File: src/rtl/core/mwa_pkg.sv
// ----------------------------------------------------------------------------
// mwa_pkg
// Types, opcodes and width helpers shared by the multi-width integer ALU.
// ----------------------------------------------------------------------------
package mwa_pkg;

    localparam int IN_DEPTH  = 4;
    localparam int OUT_DEPTH = 4;

    localparam logic [4:0] OP_ADD   = 5'd0;
    localparam logic [4:0] OP_SUB   = 5'd1;
    localparam logic [4:0] OP_MUL   = 5'd2;
    localparam logic [4:0] OP_DIV   = 5'd3;
    localparam logic [4:0] OP_NEG   = 5'd4;
    localparam logic [4:0] OP_ABS   = 5'd5;
    localparam logic [4:0] OP_AND   = 5'd6;
    localparam logic [4:0] OP_OR    = 5'd7;
    localparam logic [4:0] OP_XOR   = 5'd8;
    localparam logic [4:0] OP_NOT   = 5'd9;
    localparam logic [4:0] OP_SHL   = 5'd10;
    localparam logic [4:0] OP_SHR   = 5'd11;
    localparam logic [4:0] OP_SHA   = 5'd12;
    localparam logic [4:0] OP_BSWAP = 5'd13;
    localparam logic [4:0] OP_CLZ   = 5'd14;
    localparam logic [4:0] OP_ZEXT  = 5'd15;
    localparam logic [4:0] OP_SEXT  = 5'd16;
    localparam logic [4:0] OP_TRUNC = 5'd17;

    localparam logic [1:0] W8  = 2'd0;
    localparam logic [1:0] W16 = 2'd1;
    localparam logic [1:0] W32 = 2'd2;
    localparam logic [1:0] W64 = 2'd3;

    localparam logic [6:0] DIV_STEPS = 7'd64;

    typedef struct packed {
        logic [4:0]  op;
        logic [1:0]  width;
        logic [63:0] operand_a;
        logic [63:0] operand_b;
        logic [1:0]  target_width;
    } t_in;

    typedef struct packed {
        logic [63:0] result;
        logic [1:0]  result_width;
        logic        carry;
        logic        error;
    } t_out;

    // classified operation as it travels from the front to the back
    typedef struct packed {
        logic [4:0]  op;
        logic [1:0]  w;
        logic [1:0]  tw;
        logic [63:0] a;
        logic [63:0] b;
        logic [7:0]  cnt;
        logic [63:0] mag_a;
        logic [63:0] mag_b;
        logic        q_neg;
        logic        div_zero;
    } t_uop;

    function automatic logic [63:0] width_mask(input logic [1:0] w);
        logic [63:0] m;
        unique case (w)
            W8:      m = 64'h0000_0000_0000_00FF;
            W16:     m = 64'h0000_0000_0000_FFFF;
            W32:     m = 64'h0000_0000_FFFF_FFFF;
            default: m = 64'hFFFF_FFFF_FFFF_FFFF;
        endcase
        return m;
    endfunction

    function automatic logic [7:0] width_bits(input logic [1:0] w);
        logic [7:0] n;
        unique case (w)
            W8:      n = 8'd8;
            W16:     n = 8'd16;
            W32:     n = 8'd32;
            default: n = 8'd64;
        endcase
        return n;
    endfunction

    function automatic logic sign_bit(input logic [63:0] v, input logic [1:0] w);
        logic s;
        unique case (w)
            W8:      s = v[7];
            W16:     s = v[15];
            W32:     s = v[31];
            default: s = v[63];
        endcase
        return s;
    endfunction

    function automatic logic [63:0] sx64(input logic [63:0] v, input logic [1:0] w);
        logic [63:0] m;
        m = width_mask(w);
        return sign_bit(v, w) ? ((v & m) | ~m) : (v & m);
    endfunction

endpackage

File: src/rtl/core/mwa_fifo.sv
// ----------------------------------------------------------------------------
// mwa_fifo
// Small register queue used between the front and back and at the output.
// ----------------------------------------------------------------------------
module mwa_fifo #(
    parameter int  DEPTH = mwa_pkg::IN_DEPTH,
    parameter type T     = mwa_pkg::t_uop
) (
    input  logic                         i_clk,
    input  logic                         i_rst_n,
    input  logic                         i_push,
    input  T                             i_data,
    input  logic                         i_pop,
    output T                             o_data,
    output logic                         o_full,
    output logic                         o_empty,
    output logic [$clog2(DEPTH+1)-1:0]   o_count
);

    localparam int PW = (DEPTH > 1) ? $clog2(DEPTH) : 1;
    localparam int CW = $clog2(DEPTH+1);

    T                r_mem [DEPTH];
    logic [PW-1:0]   r_wr;
    logic [PW-1:0]   r_rd;
    logic [CW-1:0]   r_cnt;
    logic            wr_en;
    logic            rd_en;

    assign o_full  = (r_cnt == CW'(DEPTH));
    assign o_empty = (r_cnt == '0);
    assign o_count = r_cnt;
    assign o_data  = r_mem[r_rd];
    assign wr_en   = i_push && !o_full;
    assign rd_en   = i_pop && !o_empty;

    always_ff @(posedge i_clk) begin
        if (wr_en) begin
            r_mem[r_wr] <= i_data;
        end
    end

    always_ff @(posedge i_clk) begin
        if (!i_rst_n) begin
            r_wr  <= '0;
            r_rd  <= '0;
            r_cnt <= '0;
        end else begin
            if (wr_en) begin
                r_wr <= (r_wr == PW'(DEPTH-1)) ? '0 : r_wr + 1'b1;
            end
            if (rd_en) begin
                r_rd <= (r_rd == PW'(DEPTH-1)) ? '0 : r_rd + 1'b1;
            end
            r_cnt <= r_cnt + CW'(wr_en) - CW'(rd_en);
        end
    end

endmodule

File: config.mk
export PLATFORM = sky130hd
export DESIGN_NAME = mwa_fifo
export DESIGN_NICKNAME = d
export VERILOG_FILES = /design/src/rtl/core/mwa_pkg.sv /design/src/rtl/core/mwa_fifo.sv
export SDC_FILE = /design/constraint.sdc
export NUM_CORES = 1
export LEC_CHECK = 0
export CORE_MARGIN = 2
export CORE_UTILIZATION = 65
export CTS_CLUSTER_DIAMETER = 40
export CTS_CLUSTER_SIZE = 20
export DETAILED_ROUTE_END_ITERATION = 8
export DONT_BUFFER_PORTS = 1
export PLACE_DENSITY_LB_ADDON = 0.05
export REMOVE_ABC_BUFFERS = 1
export SYNTH_ARGS = -nofsm -noshare
export SYNTH_HDL_FRONTEND = slang
export SYNTH_SLANG_ARGS = --single-unit
File: constraint.sdc
create_clock -name i_clk -period 28.2 [get_ports i_clk]
set_input_delay 5.64 -clock i_clk [delete_from_list [all_inputs] [get_ports i_clk]]
set_output_delay 5.64 -clock i_clk [all_outputs]
set_load 0.01 [all_outputs]
==> impl_metrics.yaml <==
critical_path:
  required_ps: 22560
  critPathSlowestCell: "dfxtp_4"
  crit_path_end_kind: "output port"
  crit_fanout: 53
  crit-reg2reg-launch: "o_count[1]"
  worst_ep_arrival_time_ps: 4190
  cp_num_buf_inv: 2
  start_kind: "register"
  cp_slowest_stage_delay_ps: 990
  crit_family: "buffers and inverters"
  crit_path_frequent_cell: "buf_4"
  cp_cell_sequence: "buf_4 > buf_4 > mux4_2"
  path_class: "register to output port"
clock_network:
  cts.sinks: 1109
  post-cts-setup-buffer-count: 0
  cts_resized: 0
  cts_root_buf: "clkbuf_16"
  cts_buffer_depth: 3
  cts_max_level: 4
  cts-buffers-inserted: 133
  tritoncts: "built"
  clock_latency_ps: 700
  cts_hold_buffers: 0
  path_clk_slew_ps: 60
logic_synthesis:
  synth-seq-cells: 1109
  synth-edff-count: 1100
  avgSynthCellArea_um2: 27.01
  ys_top_cells_by_area: "edfxtp_1 82%, mux4_2 15%, buf_6 0.48%"
  async_flop_share: 0
  ys_seq_area_frac: 0.8252
  synthFlopType: "edfxtp_1"
  synthCells: 1490
  yosys.area.top_type_share: 0.8207
  yosysTopAreaCell: "edfxtp_1"
  synth_cell_types: 23
  syn_area_um2: 40250
  yosysWarningCount: 0
placement:
  portBuffers: 0
  place_hpwl_mm: 48.24
  dp_slack_ps: 18890
  gp_congestion: 0.8419
  dpl_cell_area_um2: 40890
  dp_cells: 2239
job:
  max-cap-violations: 0
route:
  drc: 0
  drtIter0Drc: 1307
  totalWireLength_mm: 80.78
  wire_per_inst_um: 32.61
  post_drt_via_cell_ratio: 6.510
  vias: 16130
  drtAntennaViolNets: 0
  first_pass_iters: 5
die:
  start_util: 0.6546
  fp-row-count: 91
  placeableCoreArea_um2: 61480
  dieHeight_um: 252.8
  io_pins: 559
  die_area_um2: 63920
  die_x_um: 252.8
global_routing:
  grt_max_degree: 152
  grt_overflow: 0
  grt_util_all_layers: 0.2563
  grt_pass1_wl_mm: 114.8
  grt_pass1_vias: 16640
  antenna_found_initial: 0
sta:
  slew_headroom: 0.2291
  tightestPinTransition_ps: 1156
  hold_viol: 0
  finalMaxSlewViolations: 0
  fin_tns_setup_ps: 0
  whs_ps: 504.5
  setup_viol: 0
  final.min_clock_period_ps: 9827
  finClkSkew_ps: 26.79
  clock.fmax_mhz: 101.8
  worst_slack_ps: 18370
  rsz0062_at_grt: "no"
  post-route-period-util: 0.3485
run_status:
  status: "finished, final reports clean"
cells_and_area:
  final_common_cell: "edfxtp_1"
  n_antenna_cell: 0
  nFillCells: 3279
  drive_gt1_frac: 0.3088
  multi_input_area_um2: 6469
  mostFrequentLayoutCells: "1,100 x edfxtp_1, 275 x mux4_2, 139 x clkbuf_16"
  areaGrowthSynthToFinish_pct: 13.07
  regArea_um2: 33220
  instances_no_fill: 2477
  fin_area_um2: 45510
  final_nets: 1871
  post-route-util: 0.7401
pwr:
  total_power_mw: 4.539
  peakVddDrop_uv: 81.09
  powerDensity_nw_per_um2: 99.74
  leakage_nw: 14.08
hold_path:
  hp-class: "register to register"
  worstHoldStart: "r_wr[1]"
## final cells by class
| type | count | area share |
|---|---|---|
| multi-input combinational | 310 | 0.1422 |
| inverter | 7 | 0.0005774 |
| sequential | 1109 | 0.7300 |
| tap | 790 | 0.02172 |
| clock buffer | 151 | 0.07765 |
| timing repair buffer | 23 | 0.004069 |
| clock inverter | 87 | 0.02384 |
## cells by family after synthesis
logic type / Yosys count / synth area share
flops: 1109 / 0.8252
mux: 277 / 0.1544
buf+inv: 71 / 0.01430
xor+xnor: 2 / 0.0004353
compound gates: 3 / 0.0004353
fa+ha+maj: 8 / 0.002674
simple gates: 20 / 0.002549
## metal layers
layer  part of all wire  vias to the layer above  global-route usage
li1                   -                     6691                   -
met3               0.13                      130              0.1370
met2               0.50                      656              0.4027
met4              0.024                        0             0.08149
met1               0.35                     8648              0.3084
met5                  0                        -                   0
## synth_stat cells (6+ instances only)
cell type and count:
buf_6 17, nand2_1 6, clkbuf_1 6, and2_1 7, mux4_2 275, dfxtp_1 9, edfxtp_1 1100, ha_1 7
buf_2 27, buf_8 11, inv_1 7
## worst reg2reg max path: stages, from the launching register on
cell     delay, ps
dfxtp_1        480
nor3b_1        150
nor2b_1        450
and2_4         710
buf_4          710
buf_4          960
## registers in the layout (all words and copies together), names as in the netlist, named ones only
register,count
r_wr,2
r_mem,1100
r_rd,2
o_count,3
## worst paths after layout
kind	slack, ps	cells after the start	endpoint
hold / removal	500	2	r_wr[1]
hold reg to reg	500	2	r_wr[1]
setup reg to reg	24200	5	r_mem[3][221]
setup / recovery	18370	3	o_data[109]
## power breakdown
group          switching, mW  internal (mW)  leakage (nW)  total (mW)
clock network          0.653           1.09          2.21        1.75
registers             0.0587           2.01          10.2        2.07
logic                  0.443          0.284          1.72       0.727
Note: power is estimated with default switching activity, not from simulation.
