$ cat config.mk
export PLATFORM = sky130hd
export DESIGN_NAME = mwa_front
export DESIGN_NICKNAME = d
export VERILOG_FILES = /design/src/rtl/core/mwa_pkg.sv /design/src/rtl/core/mwa_front.sv
export SDC_FILE = /design/constraint.sdc
export NUM_CORES = 1
export LEC_CHECK = 0
export ABC_AREA = 1
export CORE_AREA = 2 2 160 162
export DETAILED_ROUTE_END_ITERATION = 10
export DIE_AREA = 0 0 162 164
export DONT_BUFFER_PORTS = 1
export PLACE_DENSITY_LB_ADDON = 0.1
export SKIP_LAST_GASP = 1
export SLEW_MARGIN = 20
export SYNTH_ARGS = -nofsm -noshare
export SYNTH_HDL_FRONTEND = slang
export SYNTH_SLANG_ARGS = --single-unit
$ cat constraint.sdc
create_clock -name vclk -period 1.8
set_clock_uncertainty 0.05 [all_clocks]
set_input_delay 0.09 -clock vclk [all_inputs]
set_output_delay 0.09 -clock vclk [all_outputs]
set_load 0.1 [all_outputs]
$ cat src/rtl/core/mwa_pkg.sv
// ----------------------------------------------------------------------------
// mwa_pkg
// Types, opcodes and width helpers shared by the multi-width integer ALU.
// ----------------------------------------------------------------------------
package mwa_pkg;

    localparam int IN_DEPTH  = 4;
    localparam int OUT_DEPTH = 4;

    localparam logic [4:0] OP_ADD   = 5'd0;
    localparam logic [4:0] OP_SUB   = 5'd1;
    localparam logic [4:0] OP_MUL   = 5'd2;
    localparam logic [4:0] OP_DIV   = 5'd3;
    localparam logic [4:0] OP_NEG   = 5'd4;
    localparam logic [4:0] OP_ABS   = 5'd5;
    localparam logic [4:0] OP_AND   = 5'd6;
    localparam logic [4:0] OP_OR    = 5'd7;
    localparam logic [4:0] OP_XOR   = 5'd8;
    localparam logic [4:0] OP_NOT   = 5'd9;
    localparam logic [4:0] OP_SHL   = 5'd10;
    localparam logic [4:0] OP_SHR   = 5'd11;
    localparam logic [4:0] OP_SHA   = 5'd12;
    localparam logic [4:0] OP_BSWAP = 5'd13;
    localparam logic [4:0] OP_CLZ   = 5'd14;
    localparam logic [4:0] OP_ZEXT  = 5'd15;
    localparam logic [4:0] OP_SEXT  = 5'd16;
    localparam logic [4:0] OP_TRUNC = 5'd17;

    localparam logic [1:0] W8  = 2'd0;
    localparam logic [1:0] W16 = 2'd1;
    localparam logic [1:0] W32 = 2'd2;
    localparam logic [1:0] W64 = 2'd3;

    localparam logic [6:0] DIV_STEPS = 7'd64;

    typedef struct packed {
        logic [4:0]  op;
        logic [1:0]  width;
        logic [63:0] operand_a;
        logic [63:0] operand_b;
        logic [1:0]  target_width;
    } t_in;

    typedef struct packed {
        logic [63:0] result;
        logic [1:0]  result_width;
        logic        carry;
        logic        error;
    } t_out;

    // classified operation as it travels from the front to the back
    typedef struct packed {
        logic [4:0]  op;
        logic [1:0]  w;
        logic [1:0]  tw;
        logic [63:0] a;
        logic [63:0] b;
        logic [7:0]  cnt;
        logic [63:0] mag_a;
        logic [63:0] mag_b;
        logic        q_neg;
        logic        div_zero;
    } t_uop;

    function automatic logic [63:0] width_mask(input logic [1:0] w);
        logic [63:0] m;
        unique case (w)
            W8:      m = 64'h0000_0000_0000_00FF;
            W16:     m = 64'h0000_0000_0000_FFFF;
            W32:     m = 64'h0000_0000_FFFF_FFFF;
            default: m = 64'hFFFF_FFFF_FFFF_FFFF;
        endcase
        return m;
    endfunction

    function automatic logic [7:0] width_bits(input logic [1:0] w);
        logic [7:0] n;
        unique case (w)
            W8:      n = 8'd8;
            W16:     n = 8'd16;
            W32:     n = 8'd32;
            default: n = 8'd64;
        endcase
        return n;
    endfunction

    function automatic logic sign_bit(input logic [63:0] v, input logic [1:0] w);
        logic s;
        unique case (w)
            W8:      s = v[7];
            W16:     s = v[15];
            W32:     s = v[31];
            default: s = v[63];
        endcase
        return s;
    endfunction

    function automatic logic [63:0] sx64(input logic [63:0] v, input logic [1:0] w);
        logic [63:0] m;
        m = width_mask(w);
        return sign_bit(v, w) ? ((v & m) | ~m) : (v & m);
    endfunction

endpackage

$ cat src/rtl/core/mwa_front.sv
// ----------------------------------------------------------------------------
// mwa_front
// Masks operands to the operand width and precomputes divide signs and
// magnitudes so the back end sees a classified operation.
// ----------------------------------------------------------------------------
module mwa_front (
    input  mwa_pkg::t_in  i_in,
    output mwa_pkg::t_uop o_uop
);

    logic [63:0] m;
    logic [63:0] a;
    logic [63:0] b;
    logic [63:0] sa;
    logic [63:0] sb;

    always_comb begin
        m  = mwa_pkg::width_mask(i_in.width);
        a  = i_in.operand_a & m;
        b  = i_in.operand_b & m;
        sa = mwa_pkg::sx64(a, i_in.width);
        sb = mwa_pkg::sx64(b, i_in.width);

        o_uop.op       = i_in.op;
        o_uop.w        = i_in.width;
        o_uop.tw       = i_in.target_width;
        o_uop.a        = a;
        o_uop.b        = b;
        o_uop.cnt      = i_in.operand_b[7:0];
        o_uop.mag_a    = sa[63] ? (64'd0 - sa) : sa;
        o_uop.mag_b    = sb[63] ? (64'd0 - sb) : sb;
        o_uop.q_neg    = sa[63] ^ sb[63];
        o_uop.div_zero = (b == 64'd0);
    end

endmodule

==> results.py, run 1 <==
metrics = {
    "yosys": {
        "yosysUniqueCellTypes": 37,
        "syn-cell-area_sq_um": 6405,
        "synth_top_area_cell": "nand2_1",
        "avgSynthCellArea_sq_um": 4.595,
        "yosysWarnings": 0,
        "ys_top_cells_by_area": "nand2_1, nor2_1, inv_1",
        "synthesis.nets": 1533,
        "synth_seq_area_share_pct": 0,
        "syn_inst": 1394,
        "synth_top_area_share_pct": 26.26,
    },
    "power_and_ir_drop": {
        "p_leak_nw": 8.965,
        "p_per_area_nw_per_um2": 662.9,
        "irDropWorstVdd_mv": 0.6104,
    },
    "layout": {
        "final_common_cell": "buf_4",
        "design.seq.count": 0,
        "insertedDiodeCount": 0,
        "fin_util_pct": 75.30,
        "nClkBuffers": 0,
        "nNetsFinal": 2175,
        "area_growth_pct": 191.8,
        "mostFrequentLayoutCells": "buf_4, nand2_1, inv_1",
        "seqCellArea_sq_um": 0,
        "drive_gt1_share_pct": 69.47,
    },
    "global_route": {
        "grt_start_max_net_pins": 38,
        "first_global_vias": 11354,
        "overflow": 0,
        "grtUsageTotal_pct": 29.77,
        "antenna_found_initial": 0,
        "grt_pass1_wl_um": 62590,
    },
    "die": {
        "start_util_pct": 25.81,
        "dieArea_sq_um": 26570,
        "fp.coreArea_sq_um": 24820,
        "io_pins": 412,
        "num_rows": 58,
        "chipHeight_um": 164,
        "fp.dieW_um": 162,
    },
    "run": {
        "cap_violations": 0,
    },
    "timing": {
        "tightest_slew_ns": 0.4512,
        "fmax_ghz": 0.4390,
        "maxSlewHeadroom_pct": 69.74,
        "drv_slew": 0,
        "fin_crit_sh_pct": 126.5,
        "finalSetupViolCount": 94,
        "min_period_ns": 2.278,
        "fin_hold_ws_ns": 0.1301,
        "grt_setup_unrepaired": "yes",
        "final-hold-violation-count": 0,
        "setup_ws_ns": -0.4778,
    },
    "placed_design": {
        "place_hpwl_um": 32810,
        "place_congestion": 1.000,
        "numPortBuffers": 0,
    },
    "setup_path": {
        "critPathTopFamily": "simple AND/OR/NAND/NOR gates",
        "worst-setup-path-type": "in -> out",
        "worstPathCellList": "nand2_8, o21ai_2, nand2_2, nand3_4, nand2_8, buf_6, buf_16, nand3_4, nor2_1, nand2_1, o21ai_4, nand2_1, o21ai_1, nand2_1, clkinvlp_4, buf_12",
        "worst_setup_path_start_kind": "input pin",
        "crit_path_max_fanout": 37,
        "cp.arrival_ns": 2.14,
        "slowest_stage": "o21ai_4",
        "worstPathRequired_ns": 1.66,
        "worst_path_most_repeated_cell": "nand2_1",
        "slowest_delay_ns": 0.34,
        "cp-end-kind": "output pin",
        "path_buf_inv": 4,
    },
    "route": {
        "ant_nets": 0,
        "vias": 11302,
        "drtIter0Drc": 481,
        "vias_per_cell": 4.781,
        "wl_per_cell_um": 17.96,
        "drtPass1Iterations": 5,
        "drc": 0,
        "routed_wl_um": 42450,
    },
    "outcome": {
        "status": "finished with violations",
        "violations": "negative setup slack",
    },
    "worst_hold_path": {
        "hold_path_class": "in -> out",
    },
}
-- where the power goes --
part / switching [W] / leakage (nW) / internal (W)
combinational: 0.00806 / 8.96 / 0.00432
clock: 0 / 0 / 0
sequential: 0 / 0 / 0
-- cells by family (layout without fill, tap and decap cells) --
family                     after synthesis  after routing  synth area share (%)
and+or+nand+nor                        949            949                 63.20
buffers and inverters                  329            969                 22.21
xor gates and xnor gates                79             79                 10.80
AOI/OAI and AO/OA                       35             35                 3.399
adders and majority gates                2              2                0.3906
-- cell usage after synthesis (6+ instances only) --
library cell / n
xnor2_1: 23
nor2_2: 17
o21ai_0: 13
buf_4: 38
inv_1: 248
nand3_1: 129
xor2_1: 56
nand2_1: 448
nor3_1: 17
nor2_1: 262
buf_1: 11
clkbuf_1: 14
o31ai_1: 6
nand4_1: 28
nand2_2: 11
nand3b_1: 23
buf_2: 8
-- cell type report --
type                            count  area, sq um
Timing Repair Buffer              715         7590
Inverter                          254         1267
Multi-Input combinational cell   1065         9418
Tap cell                          330        412.9
Fill cell                        1856         6131
-- per-layer routing --
layer  global-route usage (%)  vias up  share of wire [%]
li1                         -     5436                  -
met4                    5.712        0                2.9
met2                    56.85      426                 53
met1                    35.57     5356                 38
met5                        0        -                  0
met3                    3.990       84                6.3
-- path summary, 6_finish.rpt --
check                 start   endpoint  slack [ns]  depth (start not counted)
setup / recovery  i_in[131]  o_uop[35]       -0.48                         16
hold / removal     i_in[66]  o_uop[66]        0.13                          0
-- through the flow --
step / area, sq um / power (W) / instances / setup TNS [ns] / setup slack, ns
floorplan: 9168 / 0.007866 / 1394 / -74.07 / -0.9338
global placement: 15460 / 0.01131 / 2278 / -39.35 / -0.6196
detailed placement: 15460 / 0.01136 / 2278 / -42.47 / -0.6869
CTS: 17520 / 0.01198 / 2335 / -23.61 / -0.3716
global route: 18690 / 0.01280 / 2364 / -35.01 / -0.6085
finish: 18690 / 0.01239 / 2364 / -24.91 / -0.4778
-- timing repair --
| action | CTS | global route |
|---|---|---|
| cloned | 7 | 1 |
| buffers inserted | 60 | 49 |
| pin swaps | 137 | 149 |
| endpoints found under the setup margin | 120 | 112 |
| gates resized for setup | 396 | 259 |
| hold buffers | 0 | 0 |
Note: power is estimated with default switching activity, not from simulation.
==> run 2: changes to the inputs <==
--- a/config.mk
+++ b/config.mk
@@ -6,11 +6,11 @@
 export NUM_CORES = 1
 export LEC_CHECK = 0
 export ABC_AREA = 1
-export CORE_AREA = 2 2 160 162
+export CORE_AREA = 2 2 158 160
 export DETAILED_ROUTE_END_ITERATION = 10
-export DIE_AREA = 0 0 162 164
+export DIE_AREA = 0 0 160 162
 export DONT_BUFFER_PORTS = 1
-export PLACE_DENSITY_LB_ADDON = 0.1
+export PLACE_DENSITY = 0.5
 export SKIP_LAST_GASP = 1
 export SLEW_MARGIN = 20
 export SYNTH_ARGS = -nofsm -noshare
==> run 2 against run 1 <==
Compared with the run above: the flow still finishes with violations (negative setup slack); flip-flop and latch count is the same; count of clock-buffer cells in the layout did not move; global-route usage fell by 1.4 points; first-iteration DRC count grew 4.8%.
==> results.py, run 2 (synthesis gave the netlist of run 1 again) <==
metrics = {
    "layout": {
        "drive_gt1_share_pct": 66.62,
        "fin_util_pct": 74.02,
        "nClkBuffers": 0,
        "design.seq.count": 0,
        "insertedDiodeCount": 0,
        "final_common_cell": "buf_4",
        "seqCellArea_sq_um": 0,
        "mostFrequentLayoutCells": "buf_4, nand2_1, inv_1",
        "area_growth_pct": 178.6,
        "nNetsFinal": 2142,
    },
    "setup_path": {
        "worstPathRequired_ns": 1.66,
        "worst_setup_path_start_kind": "input pin",
        "crit_path_max_fanout": 37,
        "cp-end-kind": "output pin",
        "worst-setup-path-type": "in -> out",
        "cp.arrival_ns": 2.11,
    },
    "placed_design": {
        "place_hpwl_um": 32890,
        "numPortBuffers": 0,
        "place_congestion": 0.9614,
        "place_ws_ns": -0.6161,
    },
    "outcome": {
        "status": "finished with violations",
        "violations": "negative setup slack",
    },
    "route": {
        "ant_nets": 0,
        "routed_wl_um": 41090,
        "drc": 0,
        "vias": 11070,
        "vias_per_cell": 4.761,
        "drtIter0Drc": 504,
        "drtPass1Iterations": 7,
        "wl_per_cell_um": 17.67,
    },
    "global_route": {
        "first_global_vias": 10762,
        "grtUsageTotal_pct": 28.40,
        "grt_pass1_wl_um": 58530,
        "antenna_found_initial": 0,
        "overflow": 0,
        "grt_start_max_net_pins": 45,
    },
    "clocking": {
        "postCtsHoldBufs": 0,
    },
    "die": {
        "fp.coreArea_sq_um": 24110,
        "num_rows": 57,
        "fp.dieW_um": 160,
        "chipHeight_um": 162,
        "io_pins": 412,
        "start_util_pct": 26.57,
        "dieArea_sq_um": 25920,
    },
    "timing": {
        "finalSetupViolCount": 99,
        "fmax_ghz": 0.4451,
        "drv_slew": 0,
        "grt_setup_unrepaired": "yes",
        "final-hold-violation-count": 0,
        "maxSlewHeadroom_pct": 69.43,
        "min_period_ns": 2.246,
        "fin_crit_sh_pct": 124.8,
        "setup_ws_ns": -0.4464,
        "tightest_slew_ns": 0.4586,
    },
    "power_and_ir_drop": {
        "p_per_area_nw_per_um2": 682.3,
        "irDropWorstVdd_mv": 0.5099,
        "p_leak_nw": 8.636,
    },
    "run": {
        "cap_violations": 0,
    },
    "worst_hold_path": {
        "hold_path_class": "in -> out",
    },
}
==> run 2: final cells by class <==
| type | count | area (sq um) |
|---|---|---|
| fill | 1863 | 6264 |
| inverter | 254 | 1216 |
| multi-input combinational | 1065 | 9020 |
| tap | 324 | 405.4 |
| timing repair buffer | 682 | 7201 |
==> run 2: final timing paths <==
| check | startpoint | to | slack [ns] | depth (start not counted) |
|---|---|---|---|---|
| min | i_in[132] | o_uop[270] | 0.13 | 0 |
| max | i_in[131] | o_uop[126] | -0.45 | 15 |
==> run 2: power breakdown <==
group	leakage (nW)	total [W]	switching (W)	internal [W]
sequential	0	0	0	0
combinational	8.64	0.0122	0.00794	0.00423
clock	0	0	0	0
==> run 2: what timing repair did <==
action	in CTS	in global routing
setup buffers	20	24
hold endpoints to repair	0	0
endpoints found under the setup margin	119	120
gates resized for setup	166	324
pin swaps	60	144
cloned	1	6
==> run 2: routing by layer <==
layer	share of wire (%)	track usage, %	up-vias
met4	3.0	7.330	0
li1	-	-	5364
met1	38	34.13	5211
met5	0	0	-
met3	5.7	3.473	67
met2	53	53.46	428
==> run 2: critical path: stages <==
cell        delay (ns)
nor2_4            0.04
buf_4             0.13
nand2_1           0.16
nand2_1           0.10
nor2_1            0.19
nand4_1           0.22
nor2_4            0.20
nand3_2           0.11
nand2_2           0.10
buf_12            0.12
buf_8             0.13
nand4_1           0.12
nand2_2           0.12
clkinvlp_4        0.09
buf_12            0.17
==> run 2: per-stage QoR <==
stage	setup TNS (ns)	cells	hold WS, ns	power [W]	instance area, sq um
after floorplan	-74.07	1394	0.3263	0.007866	9168
after global placement	-38.35	2279	0.1307	0.01129	15460
after detailed placement	-40.50	2279	0.1307	0.01134	15460
after CTS	-29.00	2300	0.1307	0.01160	16270
after global routing	-38.07	2325	0.1302	0.01257	17840
final	-27.60	2325	0.1300	0.01217	17840
==> run 3: changes to the inputs <==
--- a/config.mk
+++ b/config.mk
@@ -10,7 +10,7 @@
 export DETAILED_ROUTE_END_ITERATION = 10
 export DIE_AREA = 0 0 160 162
 export DONT_BUFFER_PORTS = 1
-export PLACE_DENSITY = 0.5
+export REMOVE_ABC_BUFFERS = 1
 export SKIP_LAST_GASP = 1
 export SLEW_MARGIN = 20
 export SYNTH_ARGS = -nofsm -noshare
==> run 3 against run 2 <==
Compared with the run above: the run still ends with negative setup slack left; flip-flop and latch count is the same; setup slack got worse by 0.028 ns; hold slack barely moved; critical path depth up 2; fmax shrank 1.2%; critical path type unchanged; largest cell class unchanged; highest routed layer unchanged.
==> results.py, run 3 (synthesis gave the netlist of run 1 again) <==
metrics = {
    "worst_hold_path": {
        "holdPathStages": 0,
        "hold_path_class": "in -> out",
        "hp-start": "i_in[8]",
        "hold_end": "o_uop[144]",
    },
    "timing": {
        "setup_ws_ns": -0.4747,
        "finalSetupViolCount": 114,
        "final-hold-violation-count": 0,
        "fmax_ghz": 0.4396,
        "drv_slew": 0,
        "fin_crit_sh_pct": 126.4,
        "min_period_ns": 2.275,
        "grt_setup_unrepaired": "yes",
        "maxSlewHeadroom_pct": 72.28,
        "tightest_slew_ns": 0.4126,
        "fin_hold_ws_ns": 0.1301,
    },
    "route": {
        "drtPass1Iterations": 6,
        "ant_nets": 0,
        "drc": 0,
        "routed_wl_um": 48320,
        "vias_per_cell": 5.165,
        "wl_per_cell_um": 20.28,
        "drtIter0Drc": 864,
        "vias": 12309,
    },
    "setup_path": {
        "crit_path_max_fanout": 37,
        "worstPathCellList": "nand2_2, nand2_2, nand2_2, buf_6, nand2_8, buf_12, nor2_2, nand2_2, inv_2, nand2_1, nor2_2, nand3_2, or2_4, nand2_1, nand2_1, nand2_2, buf_12",
        "worstPathRequired_ns": 1.66,
        "cp.arrival_ns": 2.13,
        "critPathTopFamily": "simple AND/OR/NAND/NOR gates",
        "path_buf_inv": 4,
        "cp-end-kind": "output pin",
        "worst-setup-path-type": "in -> out",
        "slowest_stage": "or2_4",
        "worst_setup_path_start_kind": "input pin",
        "worst_path_most_repeated_cell": "nand2_2",
        "slowest_delay_ns": 0.27,
    },
    "die": {
        "chipHeight_um": 162,
        "io_pins": 412,
        "start_util_pct": 26.57,
        "dieArea_sq_um": 25920,
        "fp.dieW_um": 160,
        "num_rows": 57,
        "fp.coreArea_sq_um": 24110,
    },
    "layout": {
        "insertedDiodeCount": 0,
        "area_growth_pct": 175.8,
        "final_common_cell": "buf_4",
        "seqCellArea_sq_um": 0,
        "fin_util_pct": 73.28,
        "drive_gt1_share_pct": 65.81,
        "mostFrequentLayoutCells": "buf_4, nand2_1, inv_1",
        "nNetsFinal": 2200,
        "nClkBuffers": 0,
        "design.seq.count": 0,
    },
    "global_route": {
        "overflow": 0,
        "grtUsageTotal_pct": 31.56,
        "grt_start_max_net_pins": 38,
        "grt_pass1_wl_um": 65350,
        "first_global_vias": 12001,
        "antenna_found_initial": 0,
    },
    "placed_design": {
        "numPortBuffers": 0,
        "place_hpwl_um": 32970,
        "place_ws_ns": -0.6652,
        "place_congestion": 1.009,
    },
    "outcome": {
        "violations": "negative setup slack",
        "status": "finished with violations",
    },
    "power_and_ir_drop": {
        "p_per_area_nw_per_um2": 690.5,
        "p_leak_nw": 9.256,
        "irDropWorstVdd_mv": 0.7387,
    },
    "run": {
        "cap_violations": 0,
    },
}
run 3: cell count changes in the layout (fill, tap and decap cells not counted), moves of 11 or more:
cell and change:
nand3_1 -13, clkinvlp_4 -57, inv_2 +32, nand2_2 -24, buf_4 +17, xnor2_4 -11, nand2_1 +33, nor2_2 +11
inv_1 +19, xor2_2 +36, buf_6 +29, xor2_4 -42
run 3: through the flow:
stage / power [W] / std cells / instance area [sq um] / TNS [ns]
after CTS: 0.01139 / 2340 / 15910 / -25.35
after global routing: 0.01251 / 2383 / 17670 / -41.49
after floorplan: 0.006231 / 1319 / 5941 / -241.45
final: 0.01220 / 2383 / 17670 / -33.46
after detailed placement: 0.01052 / 2260 / 13420 / -48.74
after global placement: 0.01047 / 2260 / 13420 / -43.59
run 3: how the worst max path moves through the flow:
stage,start,end,cells after the start,slack (ns)
2_1_floorplan,i_in[130],o_uop[98],11,-2.85
3_3_place_gp,i_in[130],o_uop[106],14,-0.66
3_5_place_dp,i_in[130],o_uop[106],14,-0.67
4_1_cts,i_in[130],o_uop[51],17,-0.37
5_1_grt,i_in[131],o_uop[35],17,-0.55
6_report,i_in[131],o_uop[109],17,-0.47
run 3: cell type report:
| type | instances | area [sq um] |
|---|---|---|
| fillers | 1565 | 6440 |
| inverters | 254 | 1059 |
| multi-input cells | 1066 | 8299 |
| well taps | 324 | 405.4 |
| repair buffers | 739 | 7903 |
run 3: layer usage:
layer | vias to the layer above | wire (um) | GRT usage (%)
li1 | 5463 | - | -
met1 | 5759 | 16650 | 35.16
met2 | 831 | 24610 | 60.59
met3 | 256 | 3769 | 4.903
met4 | 0 | 3288 | 11.22
met5 | - | 0 | 0
run 3: report_power, final:
group | leakage, nW | internal [W] | total [W] | switching, W
Combinational | 9.26 | 0.00424 | 0.0122 | 0.00796
Clock | 0 | 0 | 0 | 0
Sequential | 0 | 0 | 0 | 0
run 3: repair_timing:
item,4_1_cts,5_1_grt
cloned,6,4
hold buffers,0,0
endpoints found under the setup margin,125,119
resized for setup,484,341
pin swaps,151,192
buffers inserted,74,50
